### config.mk
export PLATFORM = sky130hd
export DESIGN_NAME = json_text_field_unescaper
export DESIGN_NICKNAME = d
export VERILOG_FILES = /design/src/rtl/jtfu_pkg.sv /design/src/rtl/jtfu_queue.sv /design/src/rtl/jtfu_front.sv /design/src/rtl/jtfu_back.sv /design/src/rtl/json_text_field_unescaper.sv
export SDC_FILE = /design/constraint.sdc
export NUM_CORES = 1
export LEC_CHECK = 0
export BUFFER_PORTS_ARGS = -buffer_cell sky130_fd_sc_hd__buf_2
export CAP_MARGIN = 10
export CELL_PAD_IN_SITES_DETAIL_PLACEMENT = 0
export CELL_PAD_IN_SITES_GLOBAL_PLACEMENT = 1
export CORE_ASPECT_RATIO = 0.9
export CORE_MARGIN = 2
export CORE_UTILIZATION = 55
export CTS_BUF_LIST = sky130_fd_sc_hd__clkbuf_4
export DETAILED_ROUTE_END_ITERATION = 12
export PLACE_DENSITY_LB_ADDON = 0.1
export SKIP_CTS_REPAIR_TIMING = 1
export SYNTH_ARGS = -nofsm -noshare
export SYNTH_HDL_FRONTEND = slang
export SYNTH_SLANG_ARGS = --single-unit
### constraint.sdc
create_clock -name clk_i -period 9.01 [get_ports clk_i]
set_input_delay 0.4505 -clock clk_i [delete_from_list [all_inputs] [get_ports clk_i]]
set_output_delay 0.4505 -clock clk_i [all_outputs]
set_load 0.05 [all_outputs]
### src/rtl/jtfu_pkg.sv
// ----------------------------------------------------------------------------
// jtfu_pkg
// Shared types and constants of the JSON text field unescaper.
// ----------------------------------------------------------------------------
package jtfu_pkg;

  // default depth of the command queue between front and back
  localparam int unsigned DefQueueDepth = 4;

  // result kinds
  localparam logic [2:0] KIND_DATA   = 3'd0;
  localparam logic [2:0] KIND_DONE   = 3'd1;
  localparam logic [2:0] KIND_NOKEY  = 3'd2;
  localparam logic [2:0] KIND_BADHEX = 3'd3;
  localparam logic [2:0] KIND_EMPTY  = 3'd4;

  // input word
  typedef struct packed {
    logic [7:0] in_byte;
    logic       in_end;
  } in_word_t;

  // output word
  typedef struct packed {
    logic [7:0] out_byte;
    logic [2:0] out_kind;
    logic       out_last;
  } out_word_t;

  // work for the back end from one input word, emitted in field order:
  // code point as utf-8, then a single byte, then a status
  typedef struct packed {
    logic        cp_valid;
    logic [20:0] cp;
    logic        data_valid;
    logic [7:0]  data;
    logic        stat_valid;
    logic [2:0]  stat_kind;
  } cmd_t;

endpackage

### src/rtl/jtfu_queue.sv
// ----------------------------------------------------------------------------
// jtfu_queue
// Small register queue of commands between the front and back ends.
// ----------------------------------------------------------------------------
module jtfu_queue #(
  parameter int unsigned Depth = jtfu_pkg::DefQueueDepth
) (
  input  logic            clk_i,
  input  logic            rst_ni,
  input  logic            push_i,
  input  jtfu_pkg::cmd_t  data_i,
  output logic            full_o,
  input  logic            pop_i,
  output logic            valid_o,
  output jtfu_pkg::cmd_t  data_o
);
  import jtfu_pkg::*;

  localparam int unsigned PtrW = (Depth > 1) ? $clog2(Depth) : 1;
  localparam int unsigned CntW = $clog2(Depth + 1);
  localparam logic [PtrW-1:0] LastPtr = PtrW'(Depth - 1);
  localparam logic [CntW-1:0] FullCnt = CntW'(Depth);

  cmd_t            entry_q [Depth];
  logic [PtrW-1:0] wr_ptr_q, rd_ptr_q;
  logic [CntW-1:0] count_q;
  logic            do_push, do_pop;

  assign full_o  = (count_q == FullCnt);
  assign valid_o = (count_q != '0);
  assign data_o  = entry_q[rd_ptr_q];
  assign do_push = push_i && !full_o;
  assign do_pop  = pop_i && valid_o;

  // pointers and fill count
  always_ff @(posedge clk_i or negedge rst_ni) begin
    if (!rst_ni) begin
      wr_ptr_q <= '0;
      rd_ptr_q <= '0;
      count_q  <= '0;
    end else begin
      if (do_push) begin
        wr_ptr_q <= (wr_ptr_q == LastPtr) ? '0 : wr_ptr_q + 1'b1;
      end
      if (do_pop) begin
        rd_ptr_q <= (rd_ptr_q == LastPtr) ? '0 : rd_ptr_q + 1'b1;
      end
      if (do_push && !do_pop) begin
        count_q <= count_q + 1'b1;
      end else if (do_pop && !do_push) begin
        count_q <= count_q - 1'b1;
      end
    end
  end

  // entry storage
  always_ff @(posedge clk_i) begin
    if (do_push) begin
      entry_q[wr_ptr_q] <= data_i;
    end
  end

endmodule

### src/rtl/jtfu_front.sv
// ----------------------------------------------------------------------------
// jtfu_front
// Key search and string parser: each input word gives at most one command.
// ----------------------------------------------------------------------------
module jtfu_front (
  input  logic               clk_i,
  input  logic               rst_ni,
  input  logic               in_valid_i,
  output logic               in_stall_o,
  input  jtfu_pkg::in_word_t in_data_i,
  input  logic               full_i,
  output logic               push_o,
  output jtfu_pkg::cmd_t     cmd_o
);
  import jtfu_pkg::*;

  typedef enum logic [3:0] {
    PhKey1, PhKey2, PhOpen, PhStr, PhEsc, PhHex1,
    PhPairB, PhPairU, PhHex2, PhDone, PhFail
  } phase_e;

  localparam logic [7:0] Quote     = 8'h22;
  localparam logic [7:0] Backslash = 8'h5C;
  localparam logic [7:0] LetterU   = 8'h75;
  localparam logic [3:0] Key1Len   = 4'd14;
  localparam logic [3:0] Key2Len   = 4'd6;

  // "translations" with its quotes
  function automatic logic [7:0] key1_char(input logic [3:0] idx);
    case (idx)
      4'd0:    return 8'h22;
      4'd1:    return 8'h74;
      4'd2:    return 8'h72;
      4'd3:    return 8'h61;
      4'd4:    return 8'h6E;
      4'd5:    return 8'h73;
      4'd6:    return 8'h6C;
      4'd7:    return 8'h61;
      4'd8:    return 8'h74;
      4'd9:    return 8'h69;
      4'd10:   return 8'h6F;
      4'd11:   return 8'h6E;
      4'd12:   return 8'h73;
      4'd13:   return 8'h22;
      default: return 8'h00;
    endcase
  endfunction

  // "text" with its quotes
  function automatic logic [7:0] key2_char(input logic [3:0] idx);
    case (idx)
      4'd0:    return 8'h22;
      4'd1:    return 8'h74;
      4'd2:    return 8'h65;
      4'd3:    return 8'h78;
      4'd4:    return 8'h74;
      4'd5:    return 8'h22;
      default: return 8'h00;
    endcase
  endfunction

  // valid flag and value of a hex digit
  function automatic logic [4:0] hex_digit(input logic [7:0] c);
    if (c >= 8'h30 && c <= 8'h39) return {1'b1, 4'(c - 8'h30)};
    if (c >= 8'h61 && c <= 8'h66) return {1'b1, 4'(c - 8'h57)};
    if (c >= 8'h41 && c <= 8'h46) return {1'b1, 4'(c - 8'h37)};
    return 5'd0;
  endfunction

  // simple escapes, anything else passes through
  function automatic logic [7:0] esc_map(input logic [7:0] c);
    case (c)
      8'h62:   return 8'h08;
      8'h66:   return 8'h0C;
      8'h6E:   return 8'h0A;
      8'h72:   return 8'h0D;
      8'h74:   return 8'h09;
      default: return c;
    endcase
  endfunction

  // high surrogate as a code point
  function automatic logic [20:0] surr_cp(input logic [9:0] hs);
    return {5'd0, 6'b110110, hs};
  endfunction

  phase_e      phase_q, phase_d;
  logic [3:0]  match_q, match_d;
  logic [15:0] acc_q, acc_d;
  logic [2:0]  cnt_q, cnt_d;
  logic [9:0]  hs_q, hs_d;
  logic        emitted_q, emitted_d;
  cmd_t        cmd;
  logic [7:0]  c;
  logic [4:0]  hex;
  logic [15:0] acc_sh;
  logic [3:0]  match_nx;
  logic        do_str, do_esc, accept;

  assign c      = in_data_i.in_byte;
  assign hex    = hex_digit(c);
  assign acc_sh = {acc_q[11:0], hex[3:0]};
  assign accept = in_valid_i && !full_i;

  assign in_stall_o = full_i;
  assign push_o     = accept && (cmd.cp_valid || cmd.data_valid || cmd.stat_valid);
  assign cmd_o      = cmd;

  // next state and command for the current word
  always_comb begin
    phase_d   = phase_q;
    match_d   = match_q;
    acc_d     = acc_q;
    cnt_d     = cnt_q;
    hs_d      = hs_q;
    emitted_d = emitted_q;
    cmd       = '0;
    do_str    = 1'b0;
    do_esc    = 1'b0;
    match_nx  = '0;

    unique case (phase_q)
      PhKey1: begin
        if (match_q < Key1Len && key1_char(match_q) == c) begin
          match_nx = match_q + 4'd1;
        end else begin
          match_nx = (c == Quote) ? 4'd1 : 4'd0;
        end
        if (match_nx >= Key1Len) begin
          phase_d = PhKey2;
          match_d = 4'd1;
        end else begin
          match_d = match_nx;
        end
      end
      PhKey2: begin
        if (match_q < Key2Len && key2_char(match_q) == c) begin
          match_nx = match_q + 4'd1;
        end else begin
          match_nx = (c == Quote) ? 4'd1 : 4'd0;
        end
        if (match_nx >= Key2Len) begin
          phase_d = PhOpen;
          match_d = 4'd0;
        end else begin
          match_d = match_nx;
        end
      end
      PhOpen: begin
        if (c == Quote) phase_d = PhStr;
      end
      PhStr: begin
        do_str = 1'b1;
      end
      PhEsc: begin
        do_esc = 1'b1;
      end
      PhHex1: begin
        if (!hex[4]) begin
          phase_d = PhFail;
        end else begin
          acc_d = acc_sh;
          cnt_d = cnt_q + 3'd1;
          if (cnt_q == 3'd3) begin
            if (acc_sh[15:10] == 6'b110110) begin
              hs_d    = acc_sh[9:0];
              phase_d = PhPairB;
            end else begin
              cmd.cp_valid = 1'b1;
              cmd.cp       = {5'd0, acc_sh};
              phase_d      = PhStr;
            end
          end
        end
      end
      PhPairB: begin
        if (c == Backslash) begin
          phase_d = PhPairU;
        end else begin
          cmd.cp_valid = 1'b1;
          cmd.cp       = surr_cp(hs_q);
          do_str       = 1'b1;
        end
      end
      PhPairU: begin
        if (c == LetterU) begin
          phase_d = PhHex2;
          acc_d   = '0;
          cnt_d   = '0;
        end else begin
          cmd.cp_valid = 1'b1;
          cmd.cp       = surr_cp(hs_q);
          do_esc       = 1'b1;
        end
      end
      PhHex2: begin
        if (!hex[4]) begin
          phase_d = PhFail;
        end else begin
          acc_d = acc_sh;
          cnt_d = cnt_q + 3'd1;
          if (cnt_q == 3'd3) begin
            cmd.cp_valid = 1'b1;
            phase_d      = PhStr;
            if (acc_sh[15:10] == 6'b110111) begin
              cmd.cp = 21'h10000 + {1'b0, hs_q, acc_sh[9:0]};
            end else begin
              cmd.cp = surr_cp(hs_q);
            end
          end
        end
      end
      PhDone, PhFail: begin
        phase_d = phase_q;
      end
      default: begin
        phase_d = PhFail;
      end
    endcase

    // plain string byte
    if (do_str) begin
      if (c == Quote) begin
        phase_d = PhDone;
      end else if (c == Backslash) begin
        phase_d = PhEsc;
      end else begin
        phase_d        = PhStr;
        cmd.data_valid = 1'b1;
        cmd.data       = c;
      end
    end

    // byte after a backslash
    if (do_esc) begin
      if (c == LetterU) begin
        phase_d = PhHex1;
        acc_d   = '0;
        cnt_d   = '0;
      end else begin
        phase_d        = PhStr;
        cmd.data_valid = 1'b1;
        cmd.data       = esc_map(c);
      end
    end

    emitted_d = emitted_q || cmd.cp_valid || cmd.data_valid;

    // status at the last word of the response, then back to the start
    if (in_data_i.in_end) begin
      cmd.stat_valid = 1'b1;
      unique case (phase_d) inside
        PhKey1, PhKey2, PhOpen: begin
          cmd.stat_kind = KIND_NOKEY;
        end
        PhHex1, PhHex2, PhFail: begin
          cmd.stat_kind = KIND_BADHEX;
        end
        PhPairB, PhPairU: begin
          cmd.cp_valid  = 1'b1;
          cmd.cp        = surr_cp(hs_d);
          cmd.stat_kind = KIND_DONE;
        end
        default: begin
          cmd.stat_kind = emitted_d ? KIND_DONE : KIND_EMPTY;
        end
      endcase
      phase_d   = PhKey1;
      match_d   = '0;
      acc_d     = '0;
      cnt_d     = '0;
      hs_d      = '0;
      emitted_d = 1'b0;
    end
  end

  // parser state
  always_ff @(posedge clk_i or negedge rst_ni) begin
    if (!rst_ni) begin
      phase_q   <= PhKey1;
      match_q   <= '0;
      acc_q     <= '0;
      cnt_q     <= '0;
      hs_q      <= '0;
      emitted_q <= 1'b0;
    end else if (accept) begin
      phase_q   <= phase_d;
      match_q   <= match_d;
      acc_q     <= acc_d;
      cnt_q     <= cnt_d;
      hs_q      <= hs_d;
      emitted_q <= emitted_d;
    end
  end

endmodule

### src/rtl/jtfu_back.sv
// ----------------------------------------------------------------------------
// jtfu_back
// Turns a command into utf-8, data and status words, one per unstalled cycle.
// ----------------------------------------------------------------------------
module jtfu_back (
  input  logic                clk_i,
  input  logic                rst_ni,
  input  logic                q_valid_i,
  input  jtfu_pkg::cmd_t      q_cmd_i,
  output logic                pop_o,
  output logic                out_valid_o,
  input  logic                out_stall_i,
  output jtfu_pkg::out_word_t out_data_o
);
  import jtfu_pkg::*;

  logic [20:0] cp;
  logic [7:0]  cp_byte [4];
  logic [2:0]  cp_len, n_cp, total, idx_q;
  logic        last, load, out_valid_q;
  out_word_t   word, out_q;

  assign cp = q_cmd_i.cp;

  // utf-8 encoding of the code point
  always_comb begin
    cp_byte[0] = '0;
    cp_byte[1] = '0;
    cp_byte[2] = '0;
    cp_byte[3] = '0;
    if (cp <= 21'h7F) begin
      cp_len     = 3'd1;
      cp_byte[0] = cp[7:0];
    end else if (cp <= 21'h7FF) begin
      cp_len     = 3'd2;
      cp_byte[0] = {3'b110, cp[10:6]};
      cp_byte[1] = {2'b10, cp[5:0]};
    end else if (cp <= 21'hFFFF) begin
      cp_len     = 3'd3;
      cp_byte[0] = {4'b1110, cp[15:12]};
      cp_byte[1] = {2'b10, cp[11:6]};
      cp_byte[2] = {2'b10, cp[5:0]};
    end else begin
      cp_len     = 3'd4;
      cp_byte[0] = {5'b11110, cp[20:18]};
      cp_byte[1] = {2'b10, cp[17:12]};
      cp_byte[2] = {2'b10, cp[11:6]};
      cp_byte[3] = {2'b10, cp[5:0]};
    end
  end

  assign n_cp  = q_cmd_i.cp_valid ? cp_len : 3'd0;
  assign total = n_cp + {2'b0, q_cmd_i.data_valid} + {2'b0, q_cmd_i.stat_valid};
  assign last  = (idx_q == total - 3'd1);

  // pick the word at the current position
  always_comb begin
    word.out_last = last;
    if (idx_q < n_cp) begin
      word.out_byte = cp_byte[idx_q[1:0]];
      word.out_kind = KIND_DATA;
    end else if (q_cmd_i.data_valid && idx_q == n_cp) begin
      word.out_byte = q_cmd_i.data;
      word.out_kind = KIND_DATA;
    end else begin
      word.out_byte = '0;
      word.out_kind = q_cmd_i.stat_kind;
    end
  end

  assign load        = q_valid_i && (!out_valid_q || !out_stall_i);
  assign pop_o       = load && last;
  assign out_valid_o = out_valid_q;
  assign out_data_o  = out_q;

  // position within the command and output valid
  always_ff @(posedge clk_i or negedge rst_ni) begin
    if (!rst_ni) begin
      out_valid_q <= 1'b0;
      idx_q       <= '0;
    end else if (load) begin
      out_valid_q <= 1'b1;
      idx_q       <= last ? 3'd0 : idx_q + 3'd1;
    end else if (!out_stall_i) begin
      out_valid_q <= 1'b0;
    end
  end

  // output word
  always_ff @(posedge clk_i) begin
    if (load) begin
      out_q <= word;
    end
  end

endmodule

### src/rtl/json_text_field_unescaper.sv
// ----------------------------------------------------------------------------
// json_text_field_unescaper
// Pulls the "text" value after the "translations" key out of a JSON
// response and emits it unescaped as utf-8.
// ----------------------------------------------------------------------------
// Input channel: one response byte per word, in_end set on the last byte.
// Output channel: one word per result, a utf-8 data byte or a status
// (done, key not found, bad hex escape, empty text); out_last marks the
// final word caused by an input byte, and the last byte of a response
// always gives one status word.
// With queue and output empty, the first word for an input byte passes
// through the command queue and the output register of the back end.
// Throughput is one input byte per cycle while the queue is not full and
// each byte gives at most one word; a byte can give up to 5 words, which
// leave one at a time through the back end's single output register.
// The command queue (QueueDepth entries) absorbs such bursts; input stall
// rises only when it is full.
// Reset clears the parser to the key search and empties queue and output.
// When the receiver stalls, the output word holds and the queue fills.
// ----------------------------------------------------------------------------
module json_text_field_unescaper #(
  parameter int unsigned QueueDepth = jtfu_pkg::DefQueueDepth
) (
  input  logic                clk_i,
  input  logic                rst_ni,
  input  logic                in_valid_i,
  output logic                in_stall_o,
  input  jtfu_pkg::in_word_t  in_data_i,
  output logic                out_valid_o,
  input  logic                out_stall_i,
  output jtfu_pkg::out_word_t out_data_o
);
  import jtfu_pkg::*;

  cmd_t front_cmd, q_cmd;
  logic push, full, q_valid, pop;

  // parser front end
  jtfu_front u_front (
    .clk_i      (clk_i),
    .rst_ni     (rst_ni),
    .in_valid_i (in_valid_i),
    .in_stall_o (in_stall_o),
    .in_data_i  (in_data_i),
    .full_i     (full),
    .push_o     (push),
    .cmd_o      (front_cmd)
  );

  // command queue
  jtfu_queue #(
    .Depth (QueueDepth)
  ) u_queue (
    .clk_i   (clk_i),
    .rst_ni  (rst_ni),
    .push_i  (push),
    .data_i  (front_cmd),
    .full_o  (full),
    .pop_i   (pop),
    .valid_o (q_valid),
    .data_o  (q_cmd)
  );

  // utf-8 back end
  jtfu_back u_back (
    .clk_i       (clk_i),
    .rst_ni      (rst_ni),
    .q_valid_i   (q_valid),
    .q_cmd_i     (q_cmd),
    .pop_o       (pop),
    .out_valid_o (out_valid_o),
    .out_stall_i (out_stall_i),
    .out_data_o  (out_data_o)
  );

endmodule

==> reports/qor_table.md <==
| Metric | Value |
|---|---|
| Final worst-path cycle share | 67.1% |
| Cell Pwr Density | 251 mW/mm² |
| TNS Setup | 0 ns |
| TritonCTS clock tree | done |
| Max-cap violation count | 0 |
| Clock network latency to the later pin of the worst-skew pair | 0.61 ns |
| Root buffer selected by CTS | sky130_fd_sc_hd__clkbuf_4 |
| Count of mapped cells out of synthesis | 823 |
| Number of endpoints with negative hold slack in the final report | 0 |
| Finish-stage setup viols | 0 |
| Ys Warns | 0 |
| Clock Skews | 0.0250 ns |
| Largest driver fanout on the critical path | 29 |
| Number of unique standard cell types used by synthesis | 84 |
| Critical Setup Path Class | reg -> reg |
| Initial core utilization | 56.0% |
| Count of input and output buffers | 26 |
| Run status | finished, final reports clean |
| Fraction of layout instances using a drive strength above 1 | 15.4% |
| Instance count after placement with tap cells included | 1061 |
| Most common cell after layout, fill and taps aside | sky130_fd_sc_hd__edfxtp_1 |
| Via count | 7067 |
| Class of the most critical hold timing path | in -> reg |
| Initial drt markers | 472 |
| Average size of a mapped cell | 12.5 µm² |
| Largest vdd supply drop | 0.110 mV |
| Num CTS Buffers | 17 |
| First-pass iteration count of the detailed router | 4 |
| CP endpoint kind | register |
| Core Footprint | 0.0184 mm² |
| Maximum number of pins on one net before global-route repair | 46 |
| Count of state elements after synthesis | 197 |
| Part of the Yosys area used for sequential elements | 55.2% |
| Final RePlAce weighted congestion | 0.914 |
| Vias in the first global route | 6868 |
| Placement Setup Slack | 2.95 ns |
| Number of flops mapped to enable cells by yosys | 152 |
| Non-filler instance count after layout | 1095 |
| Clk buf depth | 2 |
| Number of levels in the clock H-tree | 4 |
| Final layout net count | 878 |
| Worst-case hold slack | 0.0635 ns |
| Unrepaired setup endpoints after global routing | false |
| Cell type with the highest aggregate area in the netlist | sky130_fd_sc_hd__edfxtp_1 |
| Vias/cell | 6.45 |
| Residual DRC | 0 |
| Max Fclk | 0.165 GHz |
| Total number of placement rows | 47 |
| Antenna-violating nets left | 0 |
| Leakage power figure | 3.98 nW |
| Layout filler cell count | 1464 |
| Number of placed I/O pins | 27 |
| Die Width | 148 µm |
| Remaining global-route overflow | 0 |
| Net count after synthesis | 865 |
| Max Transition Viols Final | 0 |
| Global-route wire length before repair | 38.7 mm |
| Top post-synthesis cells by area | sky130_fd_sc_hd__edfxtp_1, sky130_fd_sc_hd__dfrtp_1, sky130_fd_sc_hd__mux4_2 |
| Kind of launch point of the worst setup path | register |
| Proportion of netlist area held by the largest area contributor | 44.3% |
| WP data required | 9.55 ns |
| Number of antenna violations at the first check in global routing | 1 |
| Transition at the pin with the smallest max-transition slack | 1.17 ns |
| All-layer global routing usage | 25.6% |
| Top flip-flop cell by instance count after synthesis | sky130_fd_sc_hd__edfxtp_1 |
| WP data arrival | 6.58 ns |
| Area added between synthesis and finish | 6.82% |
| DIE AREA | 0.0199 mm² |
| Crit path setup slack, layout | 2.97 ns |
| Time the final worst path needs with I/O delays and setup | 6.04 ns |
| Relative slew slack | 21.2% |
| Combined area of all synthesized cells | 0.0103 mm² |
| Most frequent cells in the layout | sky130_fd_sc_hd__edfxtp_1, sky130_fd_sc_hd__nand2_1, sky130_fd_sc_hd__nor2_1 |
| Floorplan die height | 134 µm |
| Estimated wirelength of the detail-placed design | 17.1 mm |
| Clock transition at the registers of the reported paths | 0.18 ns |
| Total length of routed wires | 24.5 mm |
| Async set-or-reset flop fraction in the synthesized netlist | 22.8% |
| Routed length per instance | 22.3 µm |
| Number of sinks driven by the clock tree | 197 |
-- final timing paths --
check                                     from                   to  slack, ns  depth (start not counted)
max in group asynchronous               rst_ni  u_queue.rd_ptr_q[0]       8.08                          3
hold / removal                     out_stall_i   u_back.out_valid_o       0.06                          3
min in group asynchronous               rst_ni      u_front.hs_q[5]       0.47                          3
hold reg to reg             u_queue.count_q[2]   u_queue.count_q[2]       0.52                          1
setup reg to reg           u_queue.rd_ptr_q[0]   u_queue.count_q[2]       2.97                         20
setup / recovery           u_queue.rd_ptr_q[0]   u_queue.count_q[2]       2.97                         20
-- metal layers --
metal  GRT usage [%]  routed length, µm
met5               0                  0
met4            7.57                417
met3            4.80               1410
met2            41.0              11900
met1            36.2              10700
-- synth_stat cells (4+ instances only) --
cell	n
sky130_fd_sc_hd__a22o_1	21
sky130_fd_sc_hd__inv_1	28
sky130_fd_sc_hd__o31ai_1	4
sky130_fd_sc_hd__nor3_1	16
sky130_fd_sc_hd__and2_1	11
sky130_fd_sc_hd__a21oi_1	43
sky130_fd_sc_hd__buf_1	4
sky130_fd_sc_hd__o211ai_1	8
sky130_fd_sc_hd__o21ai_0	48
sky130_fd_sc_hd__xor2_1	8
sky130_fd_sc_hd__buf_2	7
sky130_fd_sc_hd__a221o_1	7
sky130_fd_sc_hd__nand3_1	21
sky130_fd_sc_hd__and3_1	8
sky130_fd_sc_hd__nor4_1	4
sky130_fd_sc_hd__o22ai_1	10
sky130_fd_sc_hd__nand2_1	54
sky130_fd_sc_hd__clkbuf_1	28
sky130_fd_sc_hd__a21o_1	6
sky130_fd_sc_hd__mux2_2	5
sky130_fd_sc_hd__a31oi_1	6
sky130_fd_sc_hd__nor2_1	52
sky130_fd_sc_hd__xnor2_1	13
sky130_fd_sc_hd__nand4_1	6
sky130_fd_sc_hd__nand4b_1	4
sky130_fd_sc_hd__edfxtp_1	152
sky130_fd_sc_hd__mux4_2	36
sky130_fd_sc_hd__a22oi_1	11
sky130_fd_sc_hd__nor2b_1	16
sky130_fd_sc_hd__nor3b_1	7
sky130_fd_sc_hd__a21boi_0	4
sky130_fd_sc_hd__ha_1	27
sky130_fd_sc_hd__nand2b_1	10
sky130_fd_sc_hd__dfrtp_1	45
sky130_fd_sc_hd__a221oi_1	4
sky130_fd_sc_hd__mux2i_1	8
sky130_fd_sc_hd__a211oi_1	4
-- logic make-up (layout without fill, tap and decap cells) --
logic type,count (synthesis),count (layout),share of synthesized area [%]
AO/OA/AOI/OAI,211,211,14.2
XOR/XNOR,21,21,1.78
adder cells (fa/ha/maj),29,29,3.66
buffers and inverters,71,97,2.89
flip-flops,197,197,55.2
multiplexers,51,51,9.40
other,0,1,0
AND/OR/NAND/NOR,243,243,12.9
-- metrics by stage --
step	total power, W	instance area (µm²)	util, %
after floorplan	0.00198	10300	-
after global placement	0.00221	10600	57.8
after detailed placement	0.00224	10600	57.8
after CTS	0.00279	11000	59.8
after global routing	0.00292	11000	59.8
final	0.00277	11000	59.8
-- registers in the layout, indices dropped and copies added, names as in the netlist --
name and cells:
u_back.idx_q 3, u_back.out_data_o 12, u_back.out_valid_o 1, u_front.acc_q 12
u_front.cnt_q 3, u_front.emitted_q 1, u_front.hs_q 10, u_front.match_q 4
u_front.phase_q 4, u_queue.count_q 3, u_queue.entry_q 140, u_queue.rd_ptr_q 2
u_queue.wr_ptr_q 2
-- area by class of cell --
class / instances / area, µm² / area share (%)
sequential: 197 / 5690 / 51.7
tap: 245 / 307 / 2.78
timing repair buffer: 37 / 215 / 1.95
multi-input combinational: 555 / 4330 / 39.3
antenna: 1 / 2.50 / 0.0227
clock buffer: 17 / 128 / 1.16
inverter: 28 / 105 / 0.954
clock inverter: 15 / 239 / 2.17
-- where the power goes --
part | total [W] | internal (W) | switching (W) | leakage [nW]
Combinational | 0.00100 | 0.000394 | 0.000610 | 1.73
Clock | 0.000555 | 0.000196 | 0.000358 | 0.191
Sequential | 0.00121 | 0.00112 | 0.0000912 | 2.06
Total | 0.00277 | 0.00171 | 0.00106 | 3.98
-- critical path, cell delays in order, from the launching register on --
cell	delay, ns
sky130_fd_sc_hd__dfrtp_2	0.61
sky130_fd_sc_hd__buf_4	0.53
sky130_fd_sc_hd__mux4_2	0.63
sky130_fd_sc_hd__nor4_2	0.51
sky130_fd_sc_hd__and2b_1	0.52
sky130_fd_sc_hd__nor2_1	0.22
sky130_fd_sc_hd__o21ai_0	0.30
sky130_fd_sc_hd__ha_1	0.28
sky130_fd_sc_hd__inv_1	0.06
sky130_fd_sc_hd__ha_1	0.15
sky130_fd_sc_hd__fa_1	0.43
sky130_fd_sc_hd__xor2_1	0.23
sky130_fd_sc_hd__nor3_2	0.09
sky130_fd_sc_hd__and2_4	0.18
sky130_fd_sc_hd__inv_1	0.07
sky130_fd_sc_hd__ha_1	0.18
sky130_fd_sc_hd__inv_1	0.08
sky130_fd_sc_hd__fa_1	0.44
sky130_fd_sc_hd__xor2_1	0.17
sky130_fd_sc_hd__nor2_1	0.11
sky130_fd_sc_hd__xor2_1	0.17
(Power assumes the default switching activity.)
